**src/design/cps_pkg.sv**
```systemverilog
// Shared types for the closest-point-on-segment block.
package cps_pkg;
   // Pipeline control that travels alongside the data.
   typedef struct packed {
      logic valid;
      logic degen;
   } ctl_type;
endpackage

```
**src/design/cps_div_cell.sv**
```systemverilog
// One restoring-division cell: yields one quotient bit per stage.
module cps_div_cell #(
   parameter int DEN_BITS = 34,
   parameter int Q_BITS   = 17,
   parameter int C_BITS   = 17
) (
   input  logic                 clock,
   input  logic                 reset,
   input  logic                 advance,
   input  cps_pkg::ctl_type     ctl_in,
   input  logic [DEN_BITS-1:0]  rem_in,
   input  logic [DEN_BITS-1:0]  den_in,
   input  logic [Q_BITS-1:0]    quo_in,
   input  logic [3*C_BITS-1:0]  side_in,
   output cps_pkg::ctl_type     ctl_out,
   output logic [DEN_BITS-1:0]  rem_out,
   output logic [DEN_BITS-1:0]  den_out,
   output logic [Q_BITS-1:0]    quo_out,
   output logic [3*C_BITS-1:0]  side_out
);
   cps_pkg::ctl_type        ctl_ff;
   logic [DEN_BITS-1:0]     rem_ff, rem_in_w, den_ff;
   logic [Q_BITS-1:0]       quo_ff, quo_in_w;
   logic [3*C_BITS-1:0]     side_ff;
   logic [DEN_BITS:0]       shifted;

   always_comb begin
      shifted = {rem_in, 1'b0};
      if (shifted >= {1'b0, den_in}) begin
         rem_in_w = DEN_BITS'(shifted - {1'b0, den_in});
         quo_in_w = {quo_in[Q_BITS-2:0], 1'b1};
      end else begin
         rem_in_w = shifted[DEN_BITS-1:0];
         quo_in_w = {quo_in[Q_BITS-2:0], 1'b0};
      end
   end

   always_ff @(posedge clock) begin
      if (reset) begin
         ctl_ff <= '0;
      end else if (advance) begin
         ctl_ff <= ctl_in;
      end
      if (advance) begin
         rem_ff  <= rem_in_w;
         den_ff  <= den_in;
         quo_ff  <= quo_in_w;
         side_ff <= side_in;
      end
   end

   assign ctl_out  = ctl_ff;
   assign rem_out  = rem_ff;
   assign den_out  = den_ff;
   assign quo_out  = quo_ff;
   assign side_out = side_ff;
endmodule

```
**config.mk**
```make
export PLATFORM = sky130hd
export DESIGN_NAME = cps_div_cell
export DESIGN_NICKNAME = d
export VERILOG_FILES = /design/src/design/cps_pkg.sv /design/src/design/cps_div_cell.sv
export SDC_FILE = /design/constraint.sdc
export NUM_CORES = 1
export LEC_CHECK = 0
export ABC_AREA = 0
export BUFFER_PORTS_ARGS = -buffer_cell sky130_fd_sc_hd__buf_2
export CAP_MARGIN = 0
export CORE_AREA = 2 2 107 151
export DETAILED_ROUTE_END_ITERATION = 10
export DIE_AREA = 0 0 109 153
export PLACE_DENSITY = 0.85
export REMOVE_ABC_BUFFERS = 1
export SYNTH_ARGS = -nofsm -noshare
export SYNTH_HDL_FRONTEND = slang
export SYNTH_SLANG_ARGS = --single-unit
```
**constraint.sdc**
```tcl
create_clock -name clock -period 3.1 [get_ports clock]
set_clock_uncertainty 0.15 [all_clocks]
set_input_delay 0.155 -clock clock [delete_from_list [all_inputs] [get_ports clock]]
set_output_delay 0.155 -clock clock [all_outputs]
set_load 0.05 [all_outputs]
```
==> results of run 1 <==
==> metal layers <==
metal	vias to the layer above	part of all wire (%)	GRT usage (%)
met5	-	0	0
met4	0	4.3	11.4
met3	61	9.1	8.19
met2	284	53	45.0
met1	2718	33	23.2
li1	2728	-	-
==> registers in the layout (all words and copies together), names as in the netlist <==
name,cells
ctl_out,2
den_out,34
quo_out,17
rem_out,34
side_out,51
==> area by class of cell <==
class	count	area [sq um]
inverter	41	161
sequential	138	4120
clock buffer	17	425
fill	1004	4680
multi-input combinational	281	2410
timing repair buffer	454	3150
tap	196	245
clock inverter	15	151
==> cells in the final DEF, fill, tap and decap left out, types with 3 or more instances in the layout <==
master                          synthesis  final
sky130_fd_sc_hd__a21o_1                17     17
sky130_fd_sc_hd__a21oi_1               32     31
sky130_fd_sc_hd__and2_1                 3      3
sky130_fd_sc_hd__buf_12                 1      3
sky130_fd_sc_hd__buf_2                  1    270
sky130_fd_sc_hd__buf_4                  1     40
sky130_fd_sc_hd__clkbuf_16              0     18
sky130_fd_sc_hd__clkinv_4               0      3
sky130_fd_sc_hd__dlygate4sd3_1          0    136
sky130_fd_sc_hd__edfxtp_1             136    136
sky130_fd_sc_hd__ha_1                  34     25
sky130_fd_sc_hd__ha_2                   0      3
sky130_fd_sc_hd__ha_4                   0      6
sky130_fd_sc_hd__inv_1                 40     40
sky130_fd_sc_hd__inv_6                  0      4
sky130_fd_sc_hd__inv_8                  0      5
sky130_fd_sc_hd__mux2_2                20     20
sky130_fd_sc_hd__mux2_4                 9      9
sky130_fd_sc_hd__mux2i_1                3      3
sky130_fd_sc_hd__nand2_1               15     14
sky130_fd_sc_hd__nand2b_1               4      4
sky130_fd_sc_hd__nand3_1                4      4
sky130_fd_sc_hd__nand4_1                9      9
sky130_fd_sc_hd__nor2_1                14     14
sky130_fd_sc_hd__nor3_1                 8      7
sky130_fd_sc_hd__o211ai_1               5      5
sky130_fd_sc_hd__o21a_1                 3      3
sky130_fd_sc_hd__o21ai_0               20     17
sky130_fd_sc_hd__o21ai_1                0      3
sky130_fd_sc_hd__o21bai_1               4      4
sky130_fd_sc_hd__o221ai_1               3      3
sky130_fd_sc_hd__xnor2_1               15     15
sky130_fd_sc_hd__xor2_1                12     12
==> synth_stat cells (all sizes together), types with 5 or more instances <==
| library cell | count |
|---|---|
| o21ai | 20 |
| clkbuf | 9 |
| nor3 | 8 |
| edfxtp | 136 |
| xor2 | 12 |
| inv | 41 |
| nand4 | 9 |
| nor2 | 14 |
| ha | 34 |
| nand2 | 16 |
| xnor2 | 15 |
| mux2 | 29 |
| o211ai | 5 |
| a21oi | 33 |
| a21o | 18 |
==> worst reg2reg max path, cell delays in order, from the launching register on <==
cell,delay (ps)
sky130_fd_sc_hd__dfxtp_1,310
sky130_fd_sc_hd__mux2i_1,120
sky130_fd_sc_hd__nor2_1,60
sky130_fd_sc_hd__dlygate4sd3_1,560
==> power breakdown <==
part	internal, mW	leakage (nW)	switching (mW)
registers	2.27	1.35	0.0487
clock network	1.07	0.282	0.905
logic	0.652	3.11	1.18
==> how the worst max path moves through the flow <==
stage	from	to	slack, ps	cells past startpoint
after floorplan	den_in[29]	rem_out[10]	20	10
after global placement	den_in[0]	rem_out[26]	-60	11
after detailed placement	den_in[0]	rem_out[24]	-160	12
after CTS	rem_in[30]	rem_out[17]	4	12
after global routing	rem_in[32]	rem_out[23]	-20	11
final	rem_in[32]	rem_out[10]	10	11
==> cell families after synthesis <==
logic type,count (synthesis),synth area share (%)
XOR/XNOR,27,3.56
adder cells (fa/ha/maj),35,6.71
AND/OR/NAND/NOR,77,6.43
buffers and inverters,54,3.49
AO/OA/AOI/OAI,110,11.8
multiplexers,32,5.88
flip-flops,138,62.1
==> repair_timing <==
action	4_1_cts	5_1_grt
hold endpoints to repair	135	2
gates resized for setup	0	26
hold buffers	136	2
endpoints found under the setup margin	0	29
buffers inserted	0	2
==> tab_implementation.tex, run 1 <==
\begin{tabular}{lr}
\hline
Metric & Value \\
\hline
\multicolumn{2}{l}{\textbf{Status}} \\
Run status & finished, final reports clean \\
\multicolumn{2}{l}{\textbf{Run}} \\
Number of max-capacitance violations reported & 0 \\
\multicolumn{2}{l}{\textbf{Critical path}} \\
Data arrival at the endpoint of the critical path & 3100 ps \\
Required time of the worst setup path & 3110 ps \\
Launch instance of the worst register-to-register path & ctl\_out[0] \\
Critical Path, Cell by Cell & dlygate4sd3\_1, ha\_4, inv\_1, or4\_4, nand4b\_1, nor4\_4, a2111oi\_4, o21a\_4, inv\_8, buf\_12, mux2\_2 \\
Worst R2R Setup Slack & 1780 ps \\
Top delay family on crit path & simple AND/OR/NAND/NOR gates \\
Largest driver fanout on the critical path & 9 \\
Startpoint types & primary input \\
Combined buffer and inverter count along the critical path & 4 \\
Worst Setup End Kind & flip-flop \\
Worst flop-to-flop path endpoint & ctl\_out[0] \\
Worst-case reg-to-reg path depth & 3 \\
Slowest stage cell, crit path & sky130\_fd\_sc\_hd\_\_dlygate4sd3\_1 \\
CP Class & primary input to flip-flop \\
Slowest Stage Delay on Critical Path & 630 ps \\
\multicolumn{2}{l}{\textbf{STA}} \\
Total count of hold-check failures in the final report & 0 \\
Actual slew at the worst max-slew pin & 647 ps \\
Fmax & 0.324 GHz \\
Number of setup violations in the final report & 0 \\
Final critical-path setup slack & 13.9 ps \\
Normalized max-slew margin & 56.9\% \\
Final cycle utilization of the critical path & 99.6\% \\
Fin Setup TNS & 0 ps \\
Max-slew violation count & 0 \\
Final Hold Slack & 85.6 ps \\
Post-route minimum period & 3090 ps \\
\multicolumn{2}{l}{\textbf{Finish}} \\
Final non-filler cell total & 1142 \\
Finished Cell Area & 0.0107 sq mm \\
Fin util & 69.5\% \\
\# diodes & 0 \\
Area Overhead vs Synth & 60.7\% \\
Layout cells sized above 1 & 43.6\% \\
Final net count & 1109 \\
\multicolumn{2}{l}{\textbf{Hold path}} \\
Hold Path Stages & 1 \\
Worst min path class & primary input to flip-flop \\
Endpoint of the worst hold-timing path & side\_out[10] \\
Worst hold path startpoint & advance \\
\multicolumn{2}{l}{\textbf{Clock network}} \\
TritonCTS Buffers & 17 \\
Sink Count & 138 \\
Clk root buf & sky130\_fd\_sc\_hd\_\_clkbuf\_16 \\
Clock slew seen by the registers of the worst setup and hold paths & 60 ps \\
Htree depth & 4 \\
Insertion delay to the later sink of the worst-skew pair & 410 ps \\
TritonCTS clock tree & yes \\
Clock buffer depth & 2 \\
\multicolumn{2}{l}{\textbf{Placement}} \\
Pre-CTS WS & -158 ps \\
Post-Place Cells & 975 \\
Port buffer count & 277 \\
Final Wtd Congestion & 0.856 \\
Area post-placement & 0.00855 sq mm \\
Final HPWL from detailed placement & 13900 um \\
\multicolumn{2}{l}{\textbf{Logic synthesis}} \\
Top area cells in the synthesized netlist & sky130\_fd\_sc\_hd\_\_edfxtp\_1 (62\%), sky130\_fd\_sc\_hd\_\_ha\_1 (6.4\%), sky130\_fd\_sc\_hd\_\_mux2\_2 (3.4\%), sky130\_fd\_sc\_hd\_\_a21oi\_1 (2.4\%), sky130\_fd\_sc\_hd\_\_inv\_1 (2.3\%) \\
Yosys cell types & 69 \\
Instance count of the mapped netlist & 473 \\
Number of synthesized flops with an enable pin & 136 \\
FFs w/ async S/R, synth & 0\% \\
Fraction of synthesized cell area taken by the top area cell type & 61.5\% \\
Number of synthesized register bits & 138 \\
Average cell area after synthesis & 14.0 sq um \\
Portion of the post-synthesis area used by sequential elements & 62.1\% \\
Yosys Warn Count & 0 \\
Combined area of all synthesized cells & 0.00664 sq mm \\
Cell taking the most area after synthesis & sky130\_fd\_sc\_hd\_\_edfxtp\_1 \\
Primary flip-flop cell chosen by synthesis mapping & sky130\_fd\_sc\_hd\_\_edfxtp\_1 \\
\multicolumn{2}{l}{\textbf{Global routing}} \\
Largest net degree at the start of global routing & 71 \\
Wire length of the first global-routing pass & 30600 um \\
Total congestion overflow & 0 \\
Number of antenna violations at the first check in global routing & 0 \\
Via count of the first global-routing pass & 6025 \\
Total GRT Usage & 24.3\% \\
\multicolumn{2}{l}{\textbf{Power}} \\
Static Leak & 4.74 nW \\
Peak supply drop & 0.311 mV \\
Power density normalized to cell area & 575 mW/mm\^{}2 \\
Total Power Consumption & 6.13 mW \\
\multicolumn{2}{l}{\textbf{Detailed routing}} \\
Residual antenna-violating net count after detailed routing & 0 \\
DR pass1 iterations & 4 \\
Detailed Route WL & 21000 um \\
Drt wl/cell & 18.4 um \\
Vias per Instance & 5.07 \\
Residual DRC & 0 \\
Iteration-0 DRC count of the detailed router & 300 \\
Total via count after detailed routing & 5791 \\
\multicolumn{2}{l}{\textbf{Floorplanning}} \\
Die H & 153 um \\
Horizontal die dimension & 109 um \\
Count of pins on the block boundary & 279 \\
Count of standard-cell rows & 54 \\
Initial standard-cell utilization of the core & 43.3\% \\
Core area & 0.0153 sq mm \\
Die area & 0.0167 sq mm \\
\hline
\end{tabular}
No activity file was read; power rests on OpenSTA's default activity.
==> run 2: changes to the inputs <==
Settings changed: BUFFER_PORTS_ARGS -buffer_cell sky130_fd_sc_hd__buf_2 to not set, CORE_AREA 2 2 107 151 to 2 2 104 146, DIE_AREA 0 0 109 153 to 0 0 106 148, DONT_BUFFER_PORTS set to 1, MAX_ROUTING_LAYER set to met4, PLACE_DENSITY 0.85 to 0.7.
Clock period 3.1 ns to 3.6 ns, I/O delays scaled along.
==> tab_implementation.tex, run 2 <==
\begin{tabular}{lr}
\hline
Metric & Value \\
\hline
\multicolumn{2}{l}{\textbf{Logic synthesis}} \\
Fraction of synthesized cell area taken by the top area cell type & 61.5\% (unchanged) \\
Yosys cell types & 69 (unchanged) \\
Primary flip-flop cell chosen by synthesis mapping & sky130\_fd\_sc\_hd\_\_edfxtp\_1 (unchanged) \\
Number of synthesized flops with an enable pin & 136 (unchanged) \\
Most used standard cells in the synthesized netlist & sky130\_fd\_sc\_hd\_\_edfxtp\_1 (136), sky130\_fd\_sc\_hd\_\_inv\_1 (40), sky130\_fd\_sc\_hd\_\_ha\_1 (34) (unchanged) \\
Number of synthesized register bits & 138 (unchanged) \\
Yosys Warn Count & 0 (unchanged) \\
Portion of the post-synthesis area used by sequential elements & 62.1\% (unchanged) \\
Combined area of all synthesized cells & 0.00664 sq mm (unchanged) \\
Instance count of the mapped netlist & 473 (unchanged) \\
Top area cells in the synthesized netlist & sky130\_fd\_sc\_hd\_\_edfxtp\_1 (62\%), sky130\_fd\_sc\_hd\_\_ha\_1 (6.4\%), sky130\_fd\_sc\_hd\_\_mux2\_2 (3.4\%), sky130\_fd\_sc\_hd\_\_a21oi\_1 (2.4\%), sky130\_fd\_sc\_hd\_\_inv\_1 (2.3\%) (unchanged) \\
Average cell area after synthesis & 14.0 sq um (unchanged) \\
Cell taking the most area after synthesis & sky130\_fd\_sc\_hd\_\_edfxtp\_1 (unchanged) \\
FFs w/ async S/R, synth & 0\% (unchanged) \\
Count leader, synth & sky130\_fd\_sc\_hd\_\_edfxtp\_1 (unchanged) \\
\multicolumn{2}{l}{\textbf{Clock network}} \\
Hold bufs inserted after CTS & 138 (was 136) \\
Clock buffer depth & 2 (unchanged) \\
TritonCTS Buffers & 17 (unchanged) \\
Post-cts gate resize count & 0 (unchanged) \\
Sink Count & 138 (unchanged) \\
Clk root buf & sky130\_fd\_sc\_hd\_\_clkbuf\_16 (unchanged) \\
Htree depth & 4 (unchanged) \\
Post-CTS setup buffers & 0 (unchanged) \\
\multicolumn{2}{l}{\textbf{Placement}} \\
Port buffer count & 0 (was 277) \\
Final Wtd Congestion & 0.884 (was 0.856) \\
Final HPWL from detailed placement & 11900 um (was 13900 um) \\
\multicolumn{2}{l}{\textbf{Status}} \\
Run Error & [ERROR RSZ-0060] Max buffer count reached. \\
Run status & stopped before the end (was finished, final reports clean) \\
Failed at & 4\_1\_cts \\
\multicolumn{2}{l}{\textbf{Floorplanning}} \\
Die H & 148 um (was 153 um) \\
Count of pins on the block boundary & 279 (unchanged) \\
Count of standard-cell rows & 52 (was 54) \\
Horizontal die dimension & 106 um (was 109 um) \\
Initial standard-cell utilization of the core & 46.2\% (was 43.3\%) \\
\hline
\end{tabular}
==> run 2: through the flow <==
| step | cells | setup WS [ps] | util [%] | hold WS, ps | cell area (sq um) |
|---|---|---|---|---|---|
| after floorplan | 460 | 495 | - | 102 | 6560 |
| after global placement | 654 | 298 | 47.6 | 103 | 6850 |
| after detailed placement | 654 | 293 | 47.6 | 105 | 6850 |
==> run 2: cell families after synthesis <==
kind of cell | count (synthesis) | synth area share (%)
flip-flops | 138 | 62.1
AO/OA/AOI/OAI | 110 | 11.8
multiplexers | 32 | 5.88
XOR/XNOR | 27 | 3.56
AND/OR/NAND/NOR | 77 | 6.43
buffers and inverters | 54 | 3.49
adder cells (fa/ha/maj) | 35 | 6.71
==> run 3: changes to the inputs <==
Settings changed: CORE_AREA 2 2 104 146 to 2 2 148 150, DIE_AREA 0 0 106 148 to 0 0 150 152, MAX_ROUTING_LAYER met4 to not set, PLACE_DENSITY 0.7 to not set, PLACE_DENSITY_LB_ADDON set to 0.15.
==> tab_implementation.tex, run 3 (synthesized netlist as in run 1, its figures left out) <==
\begin{tabular}{lr}
\hline
Metric & Value \\
\hline
\multicolumn{2}{l}{\textbf{Status}} \\
Run status & complete, but fails checks (was stopped before the end) \\
Failing checks & negative hold slack \\
\multicolumn{2}{l}{\textbf{Finish}} \\
Multi-input gate area in the final layout & 0.00228 sq mm \\
Number of flip-flops in the largest register & 51 \\
Commonest non-fill, non-tap cell in the layout & sky130\_fd\_sc\_hd\_\_dlygate4sd3\_1 \\
Fill cells & 2007 \\
Final non-filler cell total & 919 \\
Highest-count cells in the layout ignoring fill and taps & sky130\_fd\_sc\_hd\_\_dlygate4sd3\_1 (140), sky130\_fd\_sc\_hd\_\_edfxtp\_1 (136), sky130\_fd\_sc\_hd\_\_inv\_1 (40), sky130\_fd\_sc\_hd\_\_ha\_1 (34), sky130\_fd\_sc\_hd\_\_a21oi\_1 (31) \\
Seq. cell area & 0.00412 sq mm \\
Layout cells sized above 1 & 14.1\% \\
Final net count & 802 \\
Area Overhead vs Synth & 35.3\% \\
\# diodes & 0 \\
\multicolumn{2}{l}{\textbf{Floorplanning}} \\
Die H & 152 um (was 148 um) \\
Horizontal die dimension & 150 um (was 106 um) \\
Die area & 0.0228 sq mm \\
Count of standard-cell rows & 54 (was 52) \\
Count of pins on the block boundary & 279 (unchanged) \\
Initial standard-cell utilization of the core & 31.1\% (was 46.2\%) \\
Core area & 0.0214 sq mm \\
\multicolumn{2}{l}{\textbf{STA}} \\
Max-slew violation count & 0 \\
Fin Setup TNS & 0 ps \\
Unrepaired setup endpoints after global routing & no \\
Final cycle utilization of the critical path & 93.9\% \\
Normalized max-slew margin & 53.7\% \\
Final Hold Slack & -266 ps \\
Total count of hold-check failures in the final report & 78 \\
Actual slew at the worst max-slew pin & 687 ps \\
Number of setup violations in the final report & 0 \\
Fmax & 0.296 GHz \\
Post-route minimum period & 3380 ps \\
\multicolumn{2}{l}{\textbf{Hold path}} \\
Hold Path Stages & 0 \\
Worst min path class & primary input to flip-flop \\
\multicolumn{2}{l}{\textbf{Detailed routing}} \\
Drt wl/cell & 20.2 um \\
Total via count after detailed routing & 4435 \\
Vias per Instance & 4.83 \\
Residual antenna-violating net count after detailed routing & 0 \\
Residual DRC & 0 \\
DR pass1 iterations & 5 \\
Detailed Route WL & 18500 um \\
Iteration-0 DRC count of the detailed router & 226 \\
\multicolumn{2}{l}{\textbf{Critical path}} \\
Startpoint types & primary input \\
Data arrival at the endpoint of the critical path & 3390 ps \\
CP Class & primary input to flip-flop \\
Worst-case reg-to-reg path depth & 3 \\
Worst Setup End Kind & flip-flop \\
Required time of the worst setup path & 3620 ps \\
Largest driver fanout on the critical path & 3 \\
\multicolumn{2}{l}{\textbf{Clock network}} \\
TritonCTS Buffers & 17 (unchanged) \\
Hold bufs inserted after CTS & 140 (was 138) \\
Clock slew seen by the registers of the worst setup and hold paths & 70 ps \\
TritonCTS clock tree & yes \\
Clock buffer depth & 2 (unchanged) \\
Htree depth & 4 (unchanged) \\
Sink Count & 138 (unchanged) \\
Insertion delay to the later sink of the worst-skew pair & 410 ps \\
Clk root buf & sky130\_fd\_sc\_hd\_\_clkbuf\_16 (unchanged) \\
Post-CTS setup buffers & 0 (unchanged) \\
\multicolumn{2}{l}{\textbf{Power}} \\
Power density normalized to cell area & 559 mW/mm\^{}2 \\
Power share of the combinational group & 12.6\% \\
Peak supply drop & 0.210 mV \\
Switching fraction of total power & 34.0\% \\
Clock Power Share & 35.6\% \\
Switching power total & 1.71 mW \\
Total internal power & 3.31 mW \\
Part of the total power dissipated in sequential elements & 51.8\% \\
Static Leak & 3.45 nW \\
\multicolumn{2}{l}{\textbf{Placement}} \\
Port buffer count & 0 (unchanged) \\
Final Wtd Congestion & 0.720 (was 0.884) \\
Final HPWL from detailed placement & 13000 um (was 11900 um) \\
Post-Place Cells & 747 (was 654) \\
\multicolumn{2}{l}{\textbf{Global routing}} \\
Largest net degree at the start of global routing & 139 \\
Total GRT Usage & 15.7\% \\
Via count of the first global-routing pass & 4607 \\
Number of antenna violations at the first check in global routing & 1 \\
Wire length of the first global-routing pass & 26800 um \\
Total congestion overflow & 0 \\
\multicolumn{2}{l}{\textbf{Run}} \\
Number of max-capacitance violations reported & 0 \\
\hline
\end{tabular}
==> run 3: repair_timing <==
| action | 4_1_cts | 5_1_grt |
|---|---|---|
| gates resized for setup | 0 | 1 |
| endpoints found under the hold margin | 273 | 136 |
| endpoints found under the setup margin | 0 | 1 |
==> run 3: cell type report <==
type,instances,share of cell area [%]
Multi-Input combinational cell,281,25.4
Clock buffer,17,4.74
Timing Repair Buffer,147,16.3
Clock inverter,15,1.96
Sequential cell,138,45.9
Tap cell,280,3.90
Inverter,41,1.71
==> run 3: per-layer routing <==
layer / track usage, % / up-vias / share of wire (%) / wire [um]
met5: 0 / - / 0.070 / 13
met4: 3.55 / 2 / 0.80 / 148
met3: 6.55 / 14 / 10 / 1870
met2: 25.7 / 214 / 47 / 8750
met1: 19.3 / 2090 / 42 / 7740
li1: - / 2115 / - / -
==> run 3: power groups by stage <==
stage	Combinational (mW)	Sequential (mW)	Clock (mW)
final	0.635	2.60	1.79
after floorplan	0.397	2.59	0
after global placement	0.505	2.64	0
after detailed placement	0.504	2.64	0
after global routing	0.698	2.61	1.90
after CTS	0.638	2.60	1.84
==> run 3: critical path: stages <==
cell,delay [ps]
sky130_fd_sc_hd__dlygate4sd3_1,550
sky130_fd_sc_hd__inv_1,90
sky130_fd_sc_hd__fa_1,440
sky130_fd_sc_hd__a21o_1,240
sky130_fd_sc_hd__a221oi_4,310
sky130_fd_sc_hd__o21ai_0,180
sky130_fd_sc_hd__a31o_2,310
sky130_fd_sc_hd__a41o_1,290
sky130_fd_sc_hd__a2111oi_0,400
sky130_fd_sc_hd__nor3_1,130
sky130_fd_sc_hd__mux2_4,270
==> run 3: metrics by stage <==
| step | instance area, sq um | total power [mW] | util, % | worst slack, ps | hold slack, ps |
|---|---|---|---|---|---|
| floorplan | 6560 | 2.99 | - | 495 | 102 |
| global placement | 6970 | 3.14 | 32.7 | 325 | 105 |
| detailed placement | 6970 | 3.14 | 32.7 | 280 | 108 |
| CTS | 8980 | 5.08 | 42.0 | 138 | -289 |
| global route | 8980 | 5.21 | 42.1 | 30.4 | -302 |
| finish | 8980 | 5.02 | 42.1 | 221 | -266 |
==> run 3: final timing paths <==
check                   from     endpoint  slack, ps
setup reg to reg  ctl_out[0]   ctl_out[0]       1880
hold reg to reg   ctl_out[1]   ctl_out[1]       1180
setup / recovery   den_in[0]  rem_out[26]        220
hold / removal       advance  den_out[19]       -270
==> run 4: changes to the inputs <==
Settings changed: CORE_AREA 2 2 148 150 to 2 2 135 163, DIE_AREA 0 0 150 152 to 0 0 137 165.
==> tab_implementation.tex, run 4 (synthesized netlist as in run 1, its figures left out) <==
\begin{tabular}{lr}
\hline
Metric & Value \\
\hline
\multicolumn{2}{l}{\textbf{Critical path}} \\
Startpoint types & primary input (unchanged) \\
Worst Setup End Kind & flip-flop (unchanged) \\
Required time of the worst setup path & 3620 ps (about the same) \\
Worst R2R Setup Slack & 1930 ps (was 1880 ps) \\
CP Class & primary input to flip-flop (unchanged) \\
Largest driver fanout on the critical path & 4 (was 3) \\
Data arrival at the endpoint of the critical path & 3490 ps (was 3390 ps) \\
Worst-case reg-to-reg path depth & 3 (unchanged) \\
\multicolumn{2}{l}{\textbf{Detailed routing}} \\
Vias per Instance & 4.90 (was 4.83) \\
Total via count after detailed routing & 4458 (was 4435) \\
Iteration-0 DRC count of the detailed router & 204 (was 226) \\
Drt wl/cell & 20.7 um (was 20.2 um) \\
Residual antenna-violating net count after detailed routing & 0 (unchanged) \\
Detailed Route WL & 18800 um (was 18500 um) \\
DR pass1 iterations & 4 (was 5) \\
Residual DRC & 0 (unchanged) \\
\multicolumn{2}{l}{\textbf{Clock network}} \\
Insertion delay to the later sink of the worst-skew pair & 410 ps (about the same) \\
Clock slew seen by the registers of the worst setup and hold paths & 70 ps (about the same) \\
Clock buffer depth & 2 (unchanged) \\
TritonCTS clock tree & yes (unchanged) \\
Htree depth & 4 (unchanged) \\
TritonCTS Buffers & 17 (unchanged) \\
Hold bufs inserted after CTS & 140 (unchanged) \\
Post-CTS setup buffers & 0 (unchanged) \\
Clk root buf & sky130\_fd\_sc\_hd\_\_clkbuf\_16 (unchanged) \\
Sink Count & 138 (unchanged) \\
\multicolumn{2}{l}{\textbf{Floorplanning}} \\
Core area & 0.0209 sq mm (was 0.0214 sq mm) \\
Horizontal die dimension & 137 um (was 150 um) \\
Initial standard-cell utilization of the core & 31.8\% (was 31.1\%) \\
Count of pins on the block boundary & 279 (unchanged) \\
Count of standard-cell rows & 58 (was 54) \\
Die area & 0.0226 sq mm (was 0.0228 sq mm) \\
Die H & 165 um (was 152 um) \\
\multicolumn{2}{l}{\textbf{Finish}} \\
Fin util & 42.9\% (was 42.1\%) \\
Highest-count cells in the layout ignoring fill and taps & sky130\_fd\_sc\_hd\_\_dlygate4sd3\_1 (140), sky130\_fd\_sc\_hd\_\_edfxtp\_1 (136), sky130\_fd\_sc\_hd\_\_inv\_1 (40), sky130\_fd\_sc\_hd\_\_ha\_1 (34), sky130\_fd\_sc\_hd\_\_a21oi\_1 (31) (unchanged) \\
Layout cells sized above 1 & 14.2\% (was 14.1\%) \\
Commonest non-fill, non-tap cell in the layout & sky130\_fd\_sc\_hd\_\_dlygate4sd3\_1 (unchanged) \\
Number of flip-flops in the largest register & 51 (unchanged) \\
\# diodes & 0 (unchanged) \\
Fill cells & 1944 (was 2007) \\
Final net count & 803 (was 802) \\
Area Overhead vs Synth & 35.2\% (was 35.3\%) \\
\multicolumn{2}{l}{\textbf{Power}} \\
Power density normalized to cell area & 556 mW/mm\^{}2 (was 559 mW/mm\^{}2) \\
Peak supply drop & 0.329 mV (was 0.210 mV) \\
Total Power Consumption & 4.99 mW (was 5.02 mW) \\
Static Leak & 3.44 nW (was 3.45 nW) \\
\multicolumn{2}{l}{\textbf{Global routing}} \\
Total congestion overflow & 0 (unchanged) \\
Largest net degree at the start of global routing & 139 (unchanged) \\
Wire length of the first global-routing pass & 26400 um (was 26800 um) \\
Number of antenna violations at the first check in global routing & 0 (was 1) \\
Total GRT Usage & 15.8\% (was 15.7\%) \\
Via count of the first global-routing pass & 4679 (was 4607) \\
\multicolumn{2}{l}{\textbf{STA}} \\
Actual slew at the worst max-slew pin & 763 ps (was 687 ps) \\
Fmax & 0.289 GHz (was 0.296 GHz) \\
Number of setup violations in the final report & 0 (unchanged) \\
Post-route minimum period & 3470 ps (was 3380 ps) \\
Unrepaired setup endpoints after global routing & no (unchanged) \\
Final critical-path setup slack & 134 ps (was 221 ps) \\
Total count of hold-check failures in the final report & 136 (was 78) \\
Normalized max-slew margin & 48.6\% (was 53.7\%) \\
Max-slew violation count & 0 (unchanged) \\
Fin Setup TNS & 0 ps (unchanged) \\
Final cycle utilization of the critical path & 96.3\% (was 93.9\%) \\
Final Hold Slack & -285 ps (was -266 ps) \\
\multicolumn{2}{l}{\textbf{Status}} \\
Run status & complete, but fails checks (unchanged) \\
Failing checks & negative hold slack (unchanged) \\
\multicolumn{2}{l}{\textbf{Run}} \\
Number of max-capacitance violations reported & 0 (unchanged) \\
\multicolumn{2}{l}{\textbf{Placement}} \\
Pre-CTS WS & 233 ps (was 280 ps) \\
Final HPWL from detailed placement & 13400 um (was 13000 um) \\
Port buffer count & 0 (unchanged) \\
Final Wtd Congestion & 0.812 (was 0.720) \\
\multicolumn{2}{l}{\textbf{Hold path}} \\
Hold Path Stages & 0 (unchanged) \\
Worst min path class & primary input to flip-flop (unchanged) \\
\hline
\end{tabular}
==> run 4: cell count changes in the layout (fill, tap and decap cells not counted), sizes merged <==
cell and change:
clkinvlp +3, buf +1, clkinv -4, clkbuf +1
==> run 4: critical path: stages <==
cell and delay [ps]:
sky130_fd_sc_hd__dlygate4sd3_1 590, sky130_fd_sc_hd__inv_1 110, sky130_fd_sc_hd__fa_1 440, sky130_fd_sc_hd__a21o_1 240, sky130_fd_sc_hd__a221oi_4 340, sky130_fd_sc_hd__a211oi_2 160, sky130_fd_sc_hd__a311o_2 500, sky130_fd_sc_hd__a21oi_2 240
sky130_fd_sc_hd__nor3_1 70, sky130_fd_sc_hd__or3b_1 360, sky130_fd_sc_hd__mux2_4 260
==> run 4: repair_timing <==
action,CTS,global route
resized for setup,0,3
setup endpoints to repair,0,2
endpoints found under the hold margin,273,136
==> run 4: power breakdown <==
| group | switching (mW) | internal (mW) | total, mW | leakage (nW) |
|---|---|---|---|---|
| combinational | 0.296 | 0.351 | 0.647 | 1.82 |
| clock | 0.761 | 0.982 | 1.74 | 0.276 |
| sequential | 0.625 | 1.97 | 2.60 | 1.35 |
| total | 1.68 | 3.31 | 4.99 | 3.44 |
==> run 4: metal layers <==
metal | vias to the layer above | wire length, um | global-route usage (%)
met5 | - | 0 | 0
met4 | 0 | 221 | 4.45
met3 | 18 | 1800 | 6.97
met2 | 215 | 9310 | 27.5
met1 | 2113 | 7500 | 17.5
li1 | 2112 | - | -
==> run 4: cell type report <==
cell class | count | area, sq um | area share, %
clock buffers | 18 | 429 | 4.78
clock inverters | 14 | 150 | 1.67
inverters | 41 | 154 | 1.72
multi-input cells | 281 | 2290 | 25.5
flip-flops and latches | 138 | 4120 | 46.0
well taps | 270 | 338 | 3.77
repair buffers | 148 | 1490 | 16.6
==> run 4: per-stage QoR <==
stage          hold WS, ps  instance area [sq um]  instances
2_1_floorplan          102                   6560        460
3_3_place_gp           103                   6980        738
3_5_place_dp           106                   6980        738
4_1_cts               -305                   8960        910
5_1_grt               -315                   8970        910
6_report              -285                   8970        910
==> run 4: path summary, 6_finish.rpt <==
check              from          end
min reg2reg  ctl_out[0]   ctl_out[0]
max           den_in[0]  rem_out[32]
min             advance  quo_out[11]
max reg2reg  ctl_out[1]   ctl_out[1]
